===== src/rtl/pairwise_point_distance_engine_unit_macros.svh =====
// Assertion macros for the pairwise point distance engine.
// Included by the top level, which checks its own logic; depends on nothing else.
`ifndef PAIRWISE_POINT_DISTANCE_ENGINE_UNIT_MACROS_SVH
`define PAIRWISE_POINT_DISTANCE_ENGINE_UNIT_MACROS_SVH

`ifndef NO_ASSERTIONS
// Clocked check that is switched off while reset is high.
`define PPDE_ASSERT(lbl, clk, rst, prop, msg) \
  lbl: assert property (@(posedge clk) disable iff (rst) (prop)) else $error(msg);
// Clocked check that also holds during reset.
`define PPDE_ASSERT_ALWAYS(lbl, clk, prop, msg) \
  lbl: assert property (@(posedge clk) (prop)) else $error(msg);
`else
`define PPDE_ASSERT(lbl, clk, rst, prop, msg)
`define PPDE_ASSERT_ALWAYS(lbl, clk, prop, msg)
`endif

`endif


===== src/rtl/ppde_pkg.sv =====
// Shared types and constants of the pairwise point distance engine.
// Used by the point cell, the distance unit and the top level; depends on nothing.
package ppde_pkg;

  // Field widths.
  localparam int COORD_W = 32;
  localparam int DIFF_W  = 33;
  localparam int SQ_W    = 66;
  localparam int SUM_W   = 67;
  localparam int RAD_W   = 68;
  localparam int ROOT_W  = 34;
  localparam int REM_W   = 36;
  localparam int DIST_W  = 33;
  localparam int EIDX_W  = 5;
  localparam int NIDX_W  = 6;
  localparam int STEP_W  = 6;

  // Last step numbers of the squaring and the root iterations.
  localparam logic [STEP_W-1:0] SQ_LAST   = 6'd32;
  localparam logic [STEP_W-1:0] ROOT_LAST = 6'd33;

  // Distance kinds.
  localparam logic METRIC_MANHATTAN = 1'b0;
  localparam logic METRIC_EUCLID    = 1'b1;

  typedef struct packed {
    logic signed [COORD_W-1:0] x;
    logic signed [COORD_W-1:0] y;
  } point_t;

  // Controls of one store cell.
  typedef struct packed {
    logic shift;
    logic wrap;
    logic load;
  } cell_ctl_t;

  // Request to the distance unit.
  typedef struct packed {
    logic start;
    logic metric;
  } dist_req_t;

  typedef enum logic [1:0] {
    S_IDLE,
    S_LAUNCH,
    S_WAIT,
    S_STORE
  } ctl_state_t;

  typedef enum logic [2:0] {
    D_IDLE,
    D_MAN,
    D_SQUARE,
    D_SUM,
    D_ROOT,
    D_ROUND
  } dist_state_t;

endpackage


===== src/rtl/ppde_cell.sv =====
// One cell of the rotating point store: holds one stored point.
// Depends on ppde_pkg for the point and control types.
module ppde_cell (
  input  logic                clk,
  input  ppde_pkg::cell_ctl_t ctl,
  input  ppde_pkg::point_t    load_pt,
  input  ppde_pkg::point_t    next_pt,
  input  ppde_pkg::point_t    head_pt,
  output ppde_pkg::point_t    pt
);

  // Load a new point, or take the neighbor's point (the head's at the wrap cell).
  always_ff @(posedge clk) begin
    if (ctl.load) begin
      pt <= load_pt;
    end else if (ctl.shift) begin
      pt <= ctl.wrap ? head_pt : next_pt;
    end
  end

endmodule


===== config.mk =====
export PLATFORM = sky130hd
export DESIGN_NAME = ppde_cell
export DESIGN_NICKNAME = d
export VERILOG_FILES = /design/src/rtl/pairwise_point_distance_engine_unit_macros.svh /design/src/rtl/ppde_pkg.sv /design/src/rtl/ppde_cell.sv
export SDC_FILE = /design/constraint.sdc
export NUM_CORES = 1
export LEC_CHECK = 0
export ABC_AREA = 1
export BUFFER_PORTS_ARGS = -buffer_cell sky130_fd_sc_hd__buf_2
export CAP_MARGIN = 5
export CORE_ASPECT_RATIO = 0.9
export CORE_MARGIN = 1
export CORE_UTILIZATION = 40
export CTS_CLUSTER_SIZE = 25
export DETAILED_ROUTE_END_ITERATION = 8
export GPL_TIMING_DRIVEN = 0
export PLACE_DENSITY = 0.79
export RECOVER_POWER = 25
export SYNTH_ARGS = -nofsm -noshare
export SYNTH_HDL_FRONTEND = slang
export SYNTH_SLANG_ARGS = --single-unit

===== constraint.sdc =====
create_clock -name clk -period 1.94 [get_ports clk]
set_clock_uncertainty 0.05 [all_clocks]
set_input_delay 0.194 -clock clk [delete_from_list [all_inputs] [get_ports clk]]
set_output_delay 0.194 -clock clk [all_outputs]
set_load 0.05 [all_outputs]

# [Word-level counts from Yosys, hierarchy flattened]
# Index checks and enable logic that the tools add are counted.
[word_totals] out_inout_bits=64 mem_bits_ro=0 reg_bits=64 in_bits=196 latch_bits=0 ramBits=0 n_memories=0
[op_classes] reduce_logical=1 div_mod_pow=0 shift=0 eq_ne=0 muxes=3 mul=0 bitwise=0 n_addsub=0 order_cmp=0
[ops] cell="$mux W64" count=3
[ops] cell="$reduce_bool A2 Y1" count=1

# [Logic depth before layout (Yosys ltp)]
[logic_depth] word_depth=3 mapped_depth=5

# [Least setup slack after synthesis]
# No wires, ideal clock.
[synth_timing] path_kind="input port to flip-flop" startpoint="input port ctl[0] (netlist bit)" endpoint="register pt[0] (netlist bit), enable pin" t_arrival_ns=1.168 stages=2 setup_ns=0.394 required_ns=1.496 setup_slack_ns=0.328 cell_sequence="buf_4 or2_2"
[synth_via] elab_chain_cells=1
[synth_rtl] element="from (decl)" line="ppde_cell.sv:5" source="input ppde_pkg::cell_ctl_t ctl,"
[synth_rtl] element="$reduce_bool A2 Y1 (no line)"
[synth_rtl] element="to (signal assigned)" line="ppde_cell.sv:15" source="pt <= load_pt;"
[synth_rtl] element="to (signal assigned)" line="ppde_cell.sv:17" source="pt <= ctl.wrap ? head_pt : next_pt;"
[synth_rtl] element="to (decl)" line="ppde_cell.sv:9" source="output ppde_pkg::point_t pt"
# No other way between the ends.
# A chain may end at the register's enable or synchronous reset.

# [Worst setup path in the final report]
[layout_timing] startpoint="input port ctl[0] (netlist bit)" endpoint="register pt[10] (netlist bit), enable pin"
# Same word-level chain as after synthesis.

==> out/qor.txt <==
I/O Pins: 260
P_int: 2675 uW
Most common cell after layout, fill and taps aside: buf_2
Hold Path End: pt[1]$_DFFE_PP_
Worst EP required: 1.84 ns
Yosys cell types: 10
# diodes: 0
Sw Ratio: 0.3576
Status: finished clean
Reg with most FFs: pt
Static Leak: 0.003387 uW
RSZ-0062 raised after global routing: no
Post-synthesis cell area: 3885 sq um
Largest net degree at the start of global routing: 65
Num Clock Sinks: 64
Hold Crit Class: in2reg
Sequential cell fraction of total power: 0.421
H-tree depth: 3
Share of power burned in combinational logic: 0.319
Buffers on Ports: 259
Synth warnings: 0
CTS resizes: 0
Measured slew at the worst slew-check pin: 0.8942 ns
Post-CTS setup buffers: 0
Post-route DRC: 0
Power Density: 756.5 nW/um^2
Num CTS Buffers: 9
Layout fillers: 900
Synth top area cells: edfxtp_1 (49%), nand2_1 (25%), inv_1 (12%), nand3_1 (8.2%), buf_6 (2.0%)
Final Cell Area: 5505 sq um
Vias/cell: 4.467
Pwr Total: 4165 uW
Number of global-route vias before repair: 3,725
Clk pwr share: 0.260
HPWL Detailed: 8386 um
Crit path max fanout: 64
Gr usage total: 0.2184
Initial core utilization: 0.4182
Most frequent cells in the layout: buf_2 (264), nand2_1 (256), inv_1 (129)
DR vias: 4,186
Fraction of layout cells with a size suffix above 1: 0.3571
First-pass GRT wire length: 17,150 um
Hold path cells: 3
P_sw: 1489 uW
Share of the synthesized area in the top cell type: 0.4947
# hold bufs at CTS: 0
Worst Setup Start Kind: input pin
Rows: 33
Core area: 9290 sq um
Die height: 95.50 um
Avg Inst Size Synth: 7.181 sq um
Gp weighted congestion: 0.8080
Mapped Cells: 541
Clock tree buffer depth: 2
Hold WS: 0.07658 ns
CTS tree: built
Hold Crit Start: load_pt[1]
Final setup fails: 0
Post-route ant nets: 0
Initial antenna violation count: 0
Data arrival time of the worst path: 1.27 ns
Seq/Total Area, Yosys: 0.4947
Final Slew Violations: 0
P&R area growth vs syn: 41.71%
Hold Fails Final Rpt: 0
Crit Path Class: in2reg
Die area: 10,110 sq um
Per-cell routed wire length: 11.94 um
Highest Clock Rate: 0.7286 GHz
Grt total ovfl: 0
Max reg flops: 64
Largest regs: pt: 64 flops
Fin crit period: 1.372 ns
Initial DRC Count: 209
Total of max-cap violations: 0
Worst slew margin: 0.4038
Seq cells post-synth: 64
Total Wirelength: 11,190 um
Die width: 105.9 um
Clock slew at reported path FFs: 0.08 ns
Initial DRT Pass Iterations: 4
Syn nets: 737
Clock root buffer master: clkbuf_8
Maximum vdd drop: 458.0 uV
Crit end category: flop
DP Area: 5336 sq um
Part of the cycle the worst path needs: 0.7075
Yosys top cell by area: edfxtp_1
Nets@finish: 1,007
-- metal layers --
layer,part of all wire,global-route usage,up-vias
met3,0.083,0.05400,17
met4,0.017,0.07755,0
li1,-,-,2138
met2,0.50,0.3916,196
met5,0,0,-
met1,0.40,0.2559,1835
-- per-stage QoR --
stage / worst slack (ns) / cells / utilization / setup TNS, ns
floorplan: 0.3279 / 541 / - / 0
global placement: -0.2644 / 922 / 0.5741 / -16.59
detailed placement: 0.1882 / 922 / 0.5744 / 0
CTS: 0.5524 / 937 / 0.5935 / 0
global route: 0.4840 / 937 / 0.5926 / 0
finish: 0.5675 / 937 / 0.5926 / 0
-- worst max-delay path: stages --
cell and delay, ns:
buf_2 0.11, buf_4 0.20, or2_4 0.74
-- power groups by stage --
stage | clock network [uW] | registers [uW] | logic, uW
after floorplan | 0 | 2370 | 318
after global routing | 1170 | 1770 | 1430
after CTS | 1110 | 1760 | 1340
after global placement | 0 | 1780 | 1330
after detailed placement | 0 | 1780 | 1340
final | 1080 | 1750 | 1330
-- how the worst max path moves through the flow --
stage                       endpoint  slack, ns    from
finish              pt[10]$_DFFE_PP_       0.57  ctl[0]
global route        pt[10]$_DFFE_PP_       0.48  ctl[0]
CTS                 pt[10]$_DFFE_PP_       0.55  ctl[0]
detailed placement   pt[3]$_DFFE_PP_       0.19  ctl[0]
global placement     pt[3]$_DFFE_PP_      -0.26  ctl[0]
floorplan            pt[0]$_DFFE_PP_       0.33  ctl[0]
-- cells by family after synthesis --
kind of cell / Yosys count / share of synthesized area
buffers and inverters: 156 / 0.1739
and+or+nand+nor: 321 / 0.3314
DFF: 64 / 0.4947
-- cells in the mapped netlist --
| library cell | n |
|---|---|
| buf_6 | 7 |
| or2_2 | 1 |
| inv_1 | 128 |
| buf_1 | 1 |
| inv_2 | 2 |
| edfxtp_1 | 64 |
| buf_4 | 6 |
| buf_2 | 12 |
| nand2_1 | 256 |
| nand3_1 | 64 |
-- layout make-up --
class / count / area [sq um] / share of cell area
well taps: 122 / 152.6 / 0.02773
plain buffers: 26 / 180.2 / 0.03273
multi-input cells: 321 / 1290 / 0.2343
clock buffers: 11 / 131.4 / 0.02386
repair buffers: 259 / 1295 / 0.2352
flip-flops and latches: 64 / 1922 / 0.3491
clock inverters: 4 / 46.29 / 0.008409
inverters: 130 / 488.0 / 0.08864
Power figures use the tool's default switching activity.
