### config.mk
export PLATFORM = sky130hd
export DESIGN_NAME = ppde_dist
export DESIGN_NICKNAME = d
export VERILOG_FILES = /design/src/rtl/pairwise_point_distance_engine_unit_macros.svh /design/src/rtl/ppde_pkg.sv /design/src/rtl/ppde_dist.sv
export SDC_FILE = /design/constraint.sdc
export NUM_CORES = 2
export LEC_CHECK = 0
export ABC_AREA = 0
export BUFFER_PORTS_ARGS = -buffer_cell sky130_fd_sc_hd__buf_2
export CAP_MARGIN = 5
export CORE_MARGIN = 2
export CORE_UTILIZATION = 25
export CTS_BUF_LIST = sky130_fd_sc_hd__clkbuf_16
export CTS_CLUSTER_DIAMETER = 30
export CTS_CLUSTER_SIZE = 12
export DETAILED_ROUTE_END_ITERATION = 8
export PLACE_DENSITY = 0.51
export SLEW_MARGIN = 20
export SYNTH_ARGS = -nofsm -noshare
export SYNTH_HDL_FRONTEND = slang
export SYNTH_SLANG_ARGS = --single-unit
### constraint.sdc
create_clock -name clk -period 11.25 [get_ports clk]
set_clock_uncertainty 0.15 [all_clocks]
set_input_delay 1.6875 -clock clk [delete_from_list [all_inputs] [get_ports clk]]
set_output_delay 1.6875 -clock clk [all_outputs]
set_load 0.02 [all_outputs]
### src/rtl/pairwise_point_distance_engine_unit_macros.svh
// Assertion macros for the pairwise point distance engine.
// Included by the top level, which checks its own logic; depends on nothing else.
`ifndef PAIRWISE_POINT_DISTANCE_ENGINE_UNIT_MACROS_SVH
`define PAIRWISE_POINT_DISTANCE_ENGINE_UNIT_MACROS_SVH

`ifndef NO_ASSERTIONS
// Clocked check that is switched off while reset is high.
`define PPDE_ASSERT(lbl, clk, rst, prop, msg) \
  lbl: assert property (@(posedge clk) disable iff (rst) (prop)) else $error(msg);
// Clocked check that also holds during reset.
`define PPDE_ASSERT_ALWAYS(lbl, clk, prop, msg) \
  lbl: assert property (@(posedge clk) (prop)) else $error(msg);
`else
`define PPDE_ASSERT(lbl, clk, rst, prop, msg)
`define PPDE_ASSERT_ALWAYS(lbl, clk, prop, msg)
`endif

`endif

### src/rtl/ppde_pkg.sv
// Shared types and constants of the pairwise point distance engine.
// Used by the point cell, the distance unit and the top level; depends on nothing.
package ppde_pkg;

  // Field widths.
  localparam int COORD_W = 32;
  localparam int DIFF_W  = 33;
  localparam int SQ_W    = 66;
  localparam int SUM_W   = 67;
  localparam int RAD_W   = 68;
  localparam int ROOT_W  = 34;
  localparam int REM_W   = 36;
  localparam int DIST_W  = 33;
  localparam int EIDX_W  = 5;
  localparam int NIDX_W  = 6;
  localparam int STEP_W  = 6;

  // Last step numbers of the squaring and the root iterations.
  localparam logic [STEP_W-1:0] SQ_LAST   = 6'd32;
  localparam logic [STEP_W-1:0] ROOT_LAST = 6'd33;

  // Distance kinds.
  localparam logic METRIC_MANHATTAN = 1'b0;
  localparam logic METRIC_EUCLID    = 1'b1;

  typedef struct packed {
    logic signed [COORD_W-1:0] x;
    logic signed [COORD_W-1:0] y;
  } point_t;

  // Controls of one store cell.
  typedef struct packed {
    logic shift;
    logic wrap;
    logic load;
  } cell_ctl_t;

  // Request to the distance unit.
  typedef struct packed {
    logic start;
    logic metric;
  } dist_req_t;

  typedef enum logic [1:0] {
    S_IDLE,
    S_LAUNCH,
    S_WAIT,
    S_STORE
  } ctl_state_t;

  typedef enum logic [2:0] {
    D_IDLE,
    D_MAN,
    D_SQUARE,
    D_SUM,
    D_ROOT,
    D_ROUND
  } dist_state_t;

endpackage

### src/rtl/ppde_dist.sv
// Distance unit: Manhattan sum, or Euclidean by shift-add squaring and a
// bit-pair restoring square root with round to nearest. Depends on ppde_pkg.
module ppde_dist (
  input  logic                               clk,
  input  logic                               rst,
  input  ppde_pkg::dist_req_t                req,
  input  ppde_pkg::point_t                   pa,
  input  ppde_pkg::point_t                   pb,
  output logic                               done,
  output logic [ppde_pkg::DIST_W-1:0]        distance
);

  ppde_pkg::dist_state_t state, state_next;

  logic signed [ppde_pkg::DIFF_W:0] diff_x, diff_y;
  logic [ppde_pkg::DIFF_W-1:0]      abs_x, abs_y;
  logic [ppde_pkg::DIFF_W-1:0]      mpx, mpy;
  logic [ppde_pkg::SQ_W-1:0]        mcx, mcy, accx, accy;
  logic [ppde_pkg::RAD_W-1:0]       rad;
  logic [ppde_pkg::ROOT_W-1:0]      root;
  logic [ppde_pkg::REM_W-1:0]       rem;
  logic [ppde_pkg::REM_W-1:0]       rem_shift, trial;
  logic [ppde_pkg::STEP_W-1:0]      step;
  logic [ppde_pkg::DIFF_W:0]        man_sum;
  logic                             round_up;

  // Absolute coordinate differences, sign extended to avoid overflow.
  always_comb begin
    diff_x = {{2{pa.x[ppde_pkg::COORD_W-1]}}, pa.x} - {{2{pb.x[ppde_pkg::COORD_W-1]}}, pb.x};
    diff_y = {{2{pa.y[ppde_pkg::COORD_W-1]}}, pa.y} - {{2{pb.y[ppde_pkg::COORD_W-1]}}, pb.y};
    abs_x  = diff_x[ppde_pkg::DIFF_W] ? ppde_pkg::DIFF_W'(-diff_x)
                                      : ppde_pkg::DIFF_W'(diff_x);
    abs_y  = diff_y[ppde_pkg::DIFF_W] ? ppde_pkg::DIFF_W'(-diff_y)
                                      : ppde_pkg::DIFF_W'(diff_y);
  end

  // One root step: bring down two radicand bits and try the next root bit.
  always_comb begin
    rem_shift = {rem[ppde_pkg::REM_W-3:0], rad[ppde_pkg::RAD_W-1 -: 2]};
    trial     = {root, 2'b01};
  end

  // Next state.
  always_comb begin
    state_next = state;
    unique case (state)
      ppde_pkg::D_IDLE: begin
        if (req.start) begin
          state_next = (req.metric == ppde_pkg::METRIC_EUCLID) ? ppde_pkg::D_SQUARE
                                                               : ppde_pkg::D_MAN;
        end
      end
      ppde_pkg::D_MAN:    state_next = ppde_pkg::D_IDLE;
      ppde_pkg::D_SQUARE: if (step == ppde_pkg::SQ_LAST) state_next = ppde_pkg::D_SUM;
      ppde_pkg::D_SUM:    state_next = ppde_pkg::D_ROOT;
      ppde_pkg::D_ROOT:   if (step == ppde_pkg::ROOT_LAST) state_next = ppde_pkg::D_ROUND;
      ppde_pkg::D_ROUND:  state_next = ppde_pkg::D_IDLE;
      default:            state_next = ppde_pkg::D_IDLE;
    endcase
  end

  // Outputs: the result shows in the cycle of the finishing state.
  always_comb begin
    man_sum  = {1'b0, mpx} + {1'b0, mpy};
    round_up = rem > {{(ppde_pkg::REM_W-ppde_pkg::ROOT_W){1'b0}}, root};
    done     = 1'b0;
    distance = ppde_pkg::DIST_W'(root + ppde_pkg::ROOT_W'(round_up));
    unique case (state)
      ppde_pkg::D_MAN: begin
        done     = 1'b1;
        distance = man_sum[ppde_pkg::DIST_W-1:0];
      end
      ppde_pkg::D_ROUND: done = 1'b1;
      default: done = 1'b0;
    endcase
  end

  always_ff @(posedge clk) begin
    if (rst) begin
      state <= ppde_pkg::D_IDLE;
    end else begin
      state <= state_next;
    end
  end

  // Datapath registers.
  always_ff @(posedge clk) begin
    case (state)
      ppde_pkg::D_IDLE: begin
        mpx  <= abs_x;
        mpy  <= abs_y;
        mcx  <= {{(ppde_pkg::SQ_W-ppde_pkg::DIFF_W){1'b0}}, abs_x};
        mcy  <= {{(ppde_pkg::SQ_W-ppde_pkg::DIFF_W){1'b0}}, abs_y};
        accx <= '0;
        accy <= '0;
        step <= '0;
      end
      ppde_pkg::D_SQUARE: begin
        if (mpx[0]) accx <= accx + mcx;
        if (mpy[0]) accy <= accy + mcy;
        mcx  <= mcx << 1;
        mcy  <= mcy << 1;
        mpx  <= mpx >> 1;
        mpy  <= mpy >> 1;
        step <= step + 1'b1;
      end
      ppde_pkg::D_SUM: begin
        rad  <= {1'b0, ppde_pkg::SUM_W'({1'b0, accx} + {1'b0, accy})};
        root <= '0;
        rem  <= '0;
        step <= '0;
      end
      ppde_pkg::D_ROOT: begin
        if (rem_shift >= trial) begin
          rem  <= rem_shift - trial;
          root <= {root[ppde_pkg::ROOT_W-2:0], 1'b1};
        end else begin
          rem  <= rem_shift;
          root <= {root[ppde_pkg::ROOT_W-2:0], 1'b0};
        end
        rad  <= rad << 2;
        step <= step + 1'b1;
      end
      default: begin
      end
    endcase
  end

endmodule

=== Yosys cells after proc, flatten, opt, wreduce, memory -nomap -nowiden ===
Cells that the tools add are included.
W data, S select, Z words.

* Register bits: 477
* Logic and storage cells: 69
* Bits of input ports: 132
* Output and inout bits: 34

* Muxes and demuxes: 23
* Order comparisons: 2
* Equality and inequality tests: 12
* Add/sub/neg operators: 11
* Reduce and logical (&&, ||, !) cells: 10

{| class="wikitable"
|+ Operators with widths
! kind !! count
|-
| $pmux W66 S2 || 4
|-
| $pmux W68 S2 || 1
|-
| $add A66 B66 Y66 || 2
|-
| $mux W66 || 2
|-
| $pmux W33 S2 || 2
|-
| $mux W33 || 3
|-
| $pmux W36 S2 || 1
|-
| $pmux W34 S2 || 1
|-
| $add A66 B66 Y67 || 1
|-
| $neg A33 Y33 || 2
|-
| $sub A32 B32 Y33 || 2
|-
| $ge A36 B36 Y1 || 1
|-
| $gt A36 B34 Y1 || 1
|-
| $mux W36 || 1
|-
| $sub A36 B36 Y36 || 1
|-
| $add A33 B1 Y33 || 1
|-
| $add A33 B33 Y33 || 1
|-
| $eq A6 B6 Y1 const B || 2
|-
| $pmux W3 S4 || 1
|-
| $pmux W6 S2 || 1
|-
| $ne A2 B2 Y1 const B || 5
|-
| $mux W3 || 3
|-
| $add A6 B1 Y6 const B || 1
|-
| $eq A3 B2 Y1 const B || 2
|-
| 9 further kinds || 16
|}

=== Depth between registers and ports, before layout ===
* Depth after elaboration: 4
* Gate-level depth with buffers: 22
* Depth with buffers taken out: 21

=== Least setup slack after synthesis ===
OpenSTA, ideal clock, no wires.

* Path kind: flip-flop to flip-flop
* Start point: reg state[1]
* End point: reg rad[0] in the netlist's numbering (enable)
* Cell stages (with the launch flop): 4
* Required time: 10.273 ns
* Setup slack: -0.032 ns
* Clock period less this slack: 11.282 ns
* Buffers on the path: 1
* Library setup time: 0.827 ns
* Data arrival time: 10.305 ns
* Path through: dfxtp_1 clkbuf_1 nand2_1 o21ai_0

* Word-level cells in the longest chain between the ends: 2
* Elaborated cells on any way between the ends: 3
* Classes of those cells: eq/ne: 2; reduce/logical: 1

{| class="wikitable"
|+ RTL lines
! item !! line !! text
|-
| from (decl) || ppde_dist.sv:13 || <nowiki>ppde_pkg::dist_state_t state, state_next;</nowiki>
|-
| from (signal assigned) || ppde_dist.sv:80 || <nowiki>state <= ppde_pkg::D_IDLE;</nowiki>
|-
| from (signal assigned) || ppde_dist.sv:82 || <nowiki>state <= state_next;</nowiki>
|-
| $eq A3 B3 Y1 or $eq A3 B2 Y1 (tied branches) || ppde_dist.sv:88 || <nowiki>case (state)</nowiki>
|-
| $reduce_bool A2 Y1 (no line) (*) || - ||
|-
| to (signal assigned) || ppde_dist.sv:108 || <nowiki>rad <= {1'b0, ppde_pkg::SUM_W'({1'b0, accx} + {1'b0, accy})};</nowiki>
|-
| to (signal assigned) || ppde_dist.sv:121 || <nowiki>rad <= rad << 2;</nowiki>
|-
| to (decl) || ppde_dist.sv:19 || <nowiki>logic [ppde_pkg::RAD_W-1:0] rad;</nowiki>
|}

Mark *: on every way between the ends. The rest lies on a longest branch, timed or not.
A chain may end at the register's enable or synchronous reset.

=== Worst setup path in the final report ===
* Start point: reg root[13] in the netlist's numbering
* End point: out distance[31] in the netlist's numbering

* Word-level cells in the longest chain between the ends: 3

{| class="wikitable"
|+ RTL lines
! item !! line !! text
|-
| from (decl) || ppde_dist.sv:20 || <nowiki>logic [ppde_pkg::ROOT_W-1:0] root;</nowiki>
|-
| from (signal assigned) || ppde_dist.sv:116 || <nowiki>root <= {root[ppde_pkg::ROOT_W-2:0], 1'b1};</nowiki>
|-
| from (signal assigned) || ppde_dist.sv:119 || <nowiki>root <= {root[ppde_pkg::ROOT_W-2:0], 1'b0};</nowiki>
|-
| $gt A36 B34 Y1 || ppde_dist.sv:65 || <nowiki>round_up = rem > {{(ppde_pkg::REM_W-ppde_pkg::ROOT_W){1'b0}}, root};</nowiki>
|-
| $add A33 B1 Y33 (*) || ppde_dist.sv:67 || <nowiki>distance = ppde_pkg::DIST_W'(root + ppde_pkg::ROOT_W'(round_up));</nowiki>
|-
| $mux W33 (*) || ppde_dist.sv:68 || <nowiki>unique case (state)</nowiki>
|-
| to (decl) || ppde_dist.sv:10 || <nowiki>output logic [ppde_pkg::DIST_W-1:0] distance</nowiki>
|}

Marks and branches as above.

==> metrics.yaml <==
status: "finished clean"
cts_tree: "built"
cts_max_path_buffers: 3
hold_buffers: 0
place_ws_ns: 4.59
cts_buffers: 118
ys_async_sr_fraction_pct: 0
io_buffers: 165
post-route-period-util_pct: 66.0
area_delta_synth_final_pct: 18.7
netlist-cell-type-count: 102
ir_drop_uv: 129
final_util_pct: 29.8
tns_ns: 0
min_path_cells: 2
worst_r2r_path_depth: 14
hold_viol_final: 0
synth_xor_area_share_pct: 7.53
cts_root_buf: "clkbuf_16"
maxCapViolCount: 0
synth-adder-area-share_pct: 10.9
synth-simple-area-share_pct: 18.5
maxSlewViolCount: 0
clk_latency_ns: 0.73
synthFlopType: "edfxtp_1"
fmax_mhz: 135
htreeDepth: 3
cp.arrival_ns: 5.59
die_area_um2: 162000
drt_iter0_markers: 2454
start_kind: "flip-flop"
max_stage_delay_ns: 0.48
dpl.hpwl_mm: 94.1
path_max_fanout: 6
grt_first_pass_wirelength_mm: 191
core_um2: 158000
drcViolationCount: 0
ant_nets: 0
post-route-min-period_ns: 7.42
gp_congestion: 0.892
ys_ff_latch: 477
final_area_um2: 47200
grt_pass1_vias: 33400
final_layout_size_suffix_gt1_share_pct: 10.2
pin_count: 166
syn_nets: 4996
fp.dieH_um: 403
worst_slew_pin_slew_ns: 1.07
first_pass_iters: 6
hp-class: "flip-flop to flip-flop"
cts.sinks: 477
cpMaxStageDelayCell: "nor2_1"
path_class: "flip-flop to output pin"
die_width_um: 403
cts_setup_buffers: 0
synth_edf_count: 474
ys_seq_area_share_pct: 36.0
crit_chain: "inv_1 -> ha_1 -> a21oi_1 -> nand2b_1 -> a21boi_0 -> o21a_1 -> o21a_1 -> o21ai_0 -> a31oi_1 -> o21ai_0 -> a31oi_1 -> ha_1 -> and3_1 -> nand3_1 -> nor2_1 -> nand3_1 -> nor4_1 -> xnor2_1 -> nor2_1 -> a311oi_1 -> buf_2"
p_leak_nw: 19.7
wl_per_cell_um: 18.0
via_per_inst: 5.05
fill_cells: 16900
fin_ws_ns: 3.83
syn_inst: 4522
rsz0062_at_grt: "false"
power.density_nw_per_um2: 240
grt.overflow.total: 0
dr_total_vias: 34400
synth.avg_cell_area_um2: 8.79
setup_viol: 0
grt_use_total_pct: 14.7
synth.area.mux_share_pct: 1.21
antenna_found_initial: 5
cts.clk_slew.worst_paths_ns: 0.06
yosys_warnings: 0
placed_area_um2: 42700
initial_core_util_pct: 25.1
syn_area_um2: 39800
nets: 5116
fp-row-count: 146
power_mw: 11.3
grt_start_max_net_pins: 94
cp.required_ns: 9.41
synth_top_family_by_area: "compound AO/OA/AOI/OAI gates"
synth-compound-area-share_pct: 22.1
cts_resized: 0
wirelength_mm: 122
worstSetupEndpointType: "output pin"
relSlewSlack_pct: 28.6
synth_stat cells, drive strengths merged, types with 102 or more instances:
master	instances	area share, %
nor2	556	5.2
edfxtp	474	36
a21oi	437	5.5
nand2	353	3.3
ha	336	11
o21ai	273	3.5
inv	209	2.0
xnor2	209	4.6
a21o	178	3.4
clkbuf	166	1.6
xor2	133	2.9
and3	115	1.8
nand3	102	1.3
final cells by class:
type | instances | area, um2 | area share (%)
antenna | 1 | 2.50 | 0.00530
inverter | 209 | 792 | 1.68
tap | 2072 | 2590 | 5.50
timing repair buffer | 192 | 1040 | 2.20
clock inverter | 104 | 1470 | 3.12
multi-input combinational | 3644 | 24000 | 50.9
sequential | 477 | 14300 | 30.3
clock buffer | 119 | 2980 | 6.31
stage by stage:
step / std cells / hold WS, ns
CTS: 6816 / 0.371
global route: 6817 / 0.398
floorplan: 4522 / 0.345
detailed placement: 6593 / 0.359
finish: 6818 / 0.368
global placement: 6593 / 0.352
critical path, delay by kind of cell, from the launching register on:
family | cells | cell delay [ns]
compound gates | 9 | 1.61
xor+xnor | 1 | 0.17
fa+ha+maj | 2 | 0.60
buf+inv | 2 | 0.32
flops | 1 | 0.35
simple gates | 7 | 1.83
kinds of logic (layout without fill, tap and decap cells):
logic type	count (synthesis)	after routing
flops	477	477
xor+xnor	342	342
simple gates	1547	1547
mux	47	47
fa+ha+maj	342	342
other cells	0	1
compound gates	1366	1366
buf+inv	401	624
registers in the layout (all words and copies together) (netlist names), 6 cells and up:
signal,flops
accx,66
accy,66
mcx,66
mcy,66
mpx,33
mpy,33
rad,68
rem,36
root,34
step,6
where the power goes:
part / switching (mW) / internal [mW]
Combinational: 2.87 / 1.74
Clock: 1.19 / 2.60
Sequential: 0.354 / 2.56
Total: 4.41 / 6.90
layer usage:
layer  global-route usage, %  wire length [um]  up-vias
li1                        -                 -    17000
met1                    19.9             57000    16600
met2                    24.3             57200      697
met3                    2.22              5540      159
met4                    4.26              2690        0
met5                       0                 0        -
placed cells by master, fill, tap and decap left out, types with 119 or more instances in the layout:
cell type	count
xnor2_1	209
xor2_1	133
buf_2	165
a21o_1	178
ha_1	336
o21ai_0	256
nor2_1	556
inv_1	212
edfxtp_1	474
nand2_1	351
clkbuf_16	119
a21oi_1	431
final timing paths:
path,from,end,slack (ns)
max,root[13],distance[31],3.83
min,rad[19],rad[21],0.37
max reg2reg,root[9],rem[17],6.20
min reg2reg,rad[19],rad[21],0.37
(Power assumes the default switching activity.)
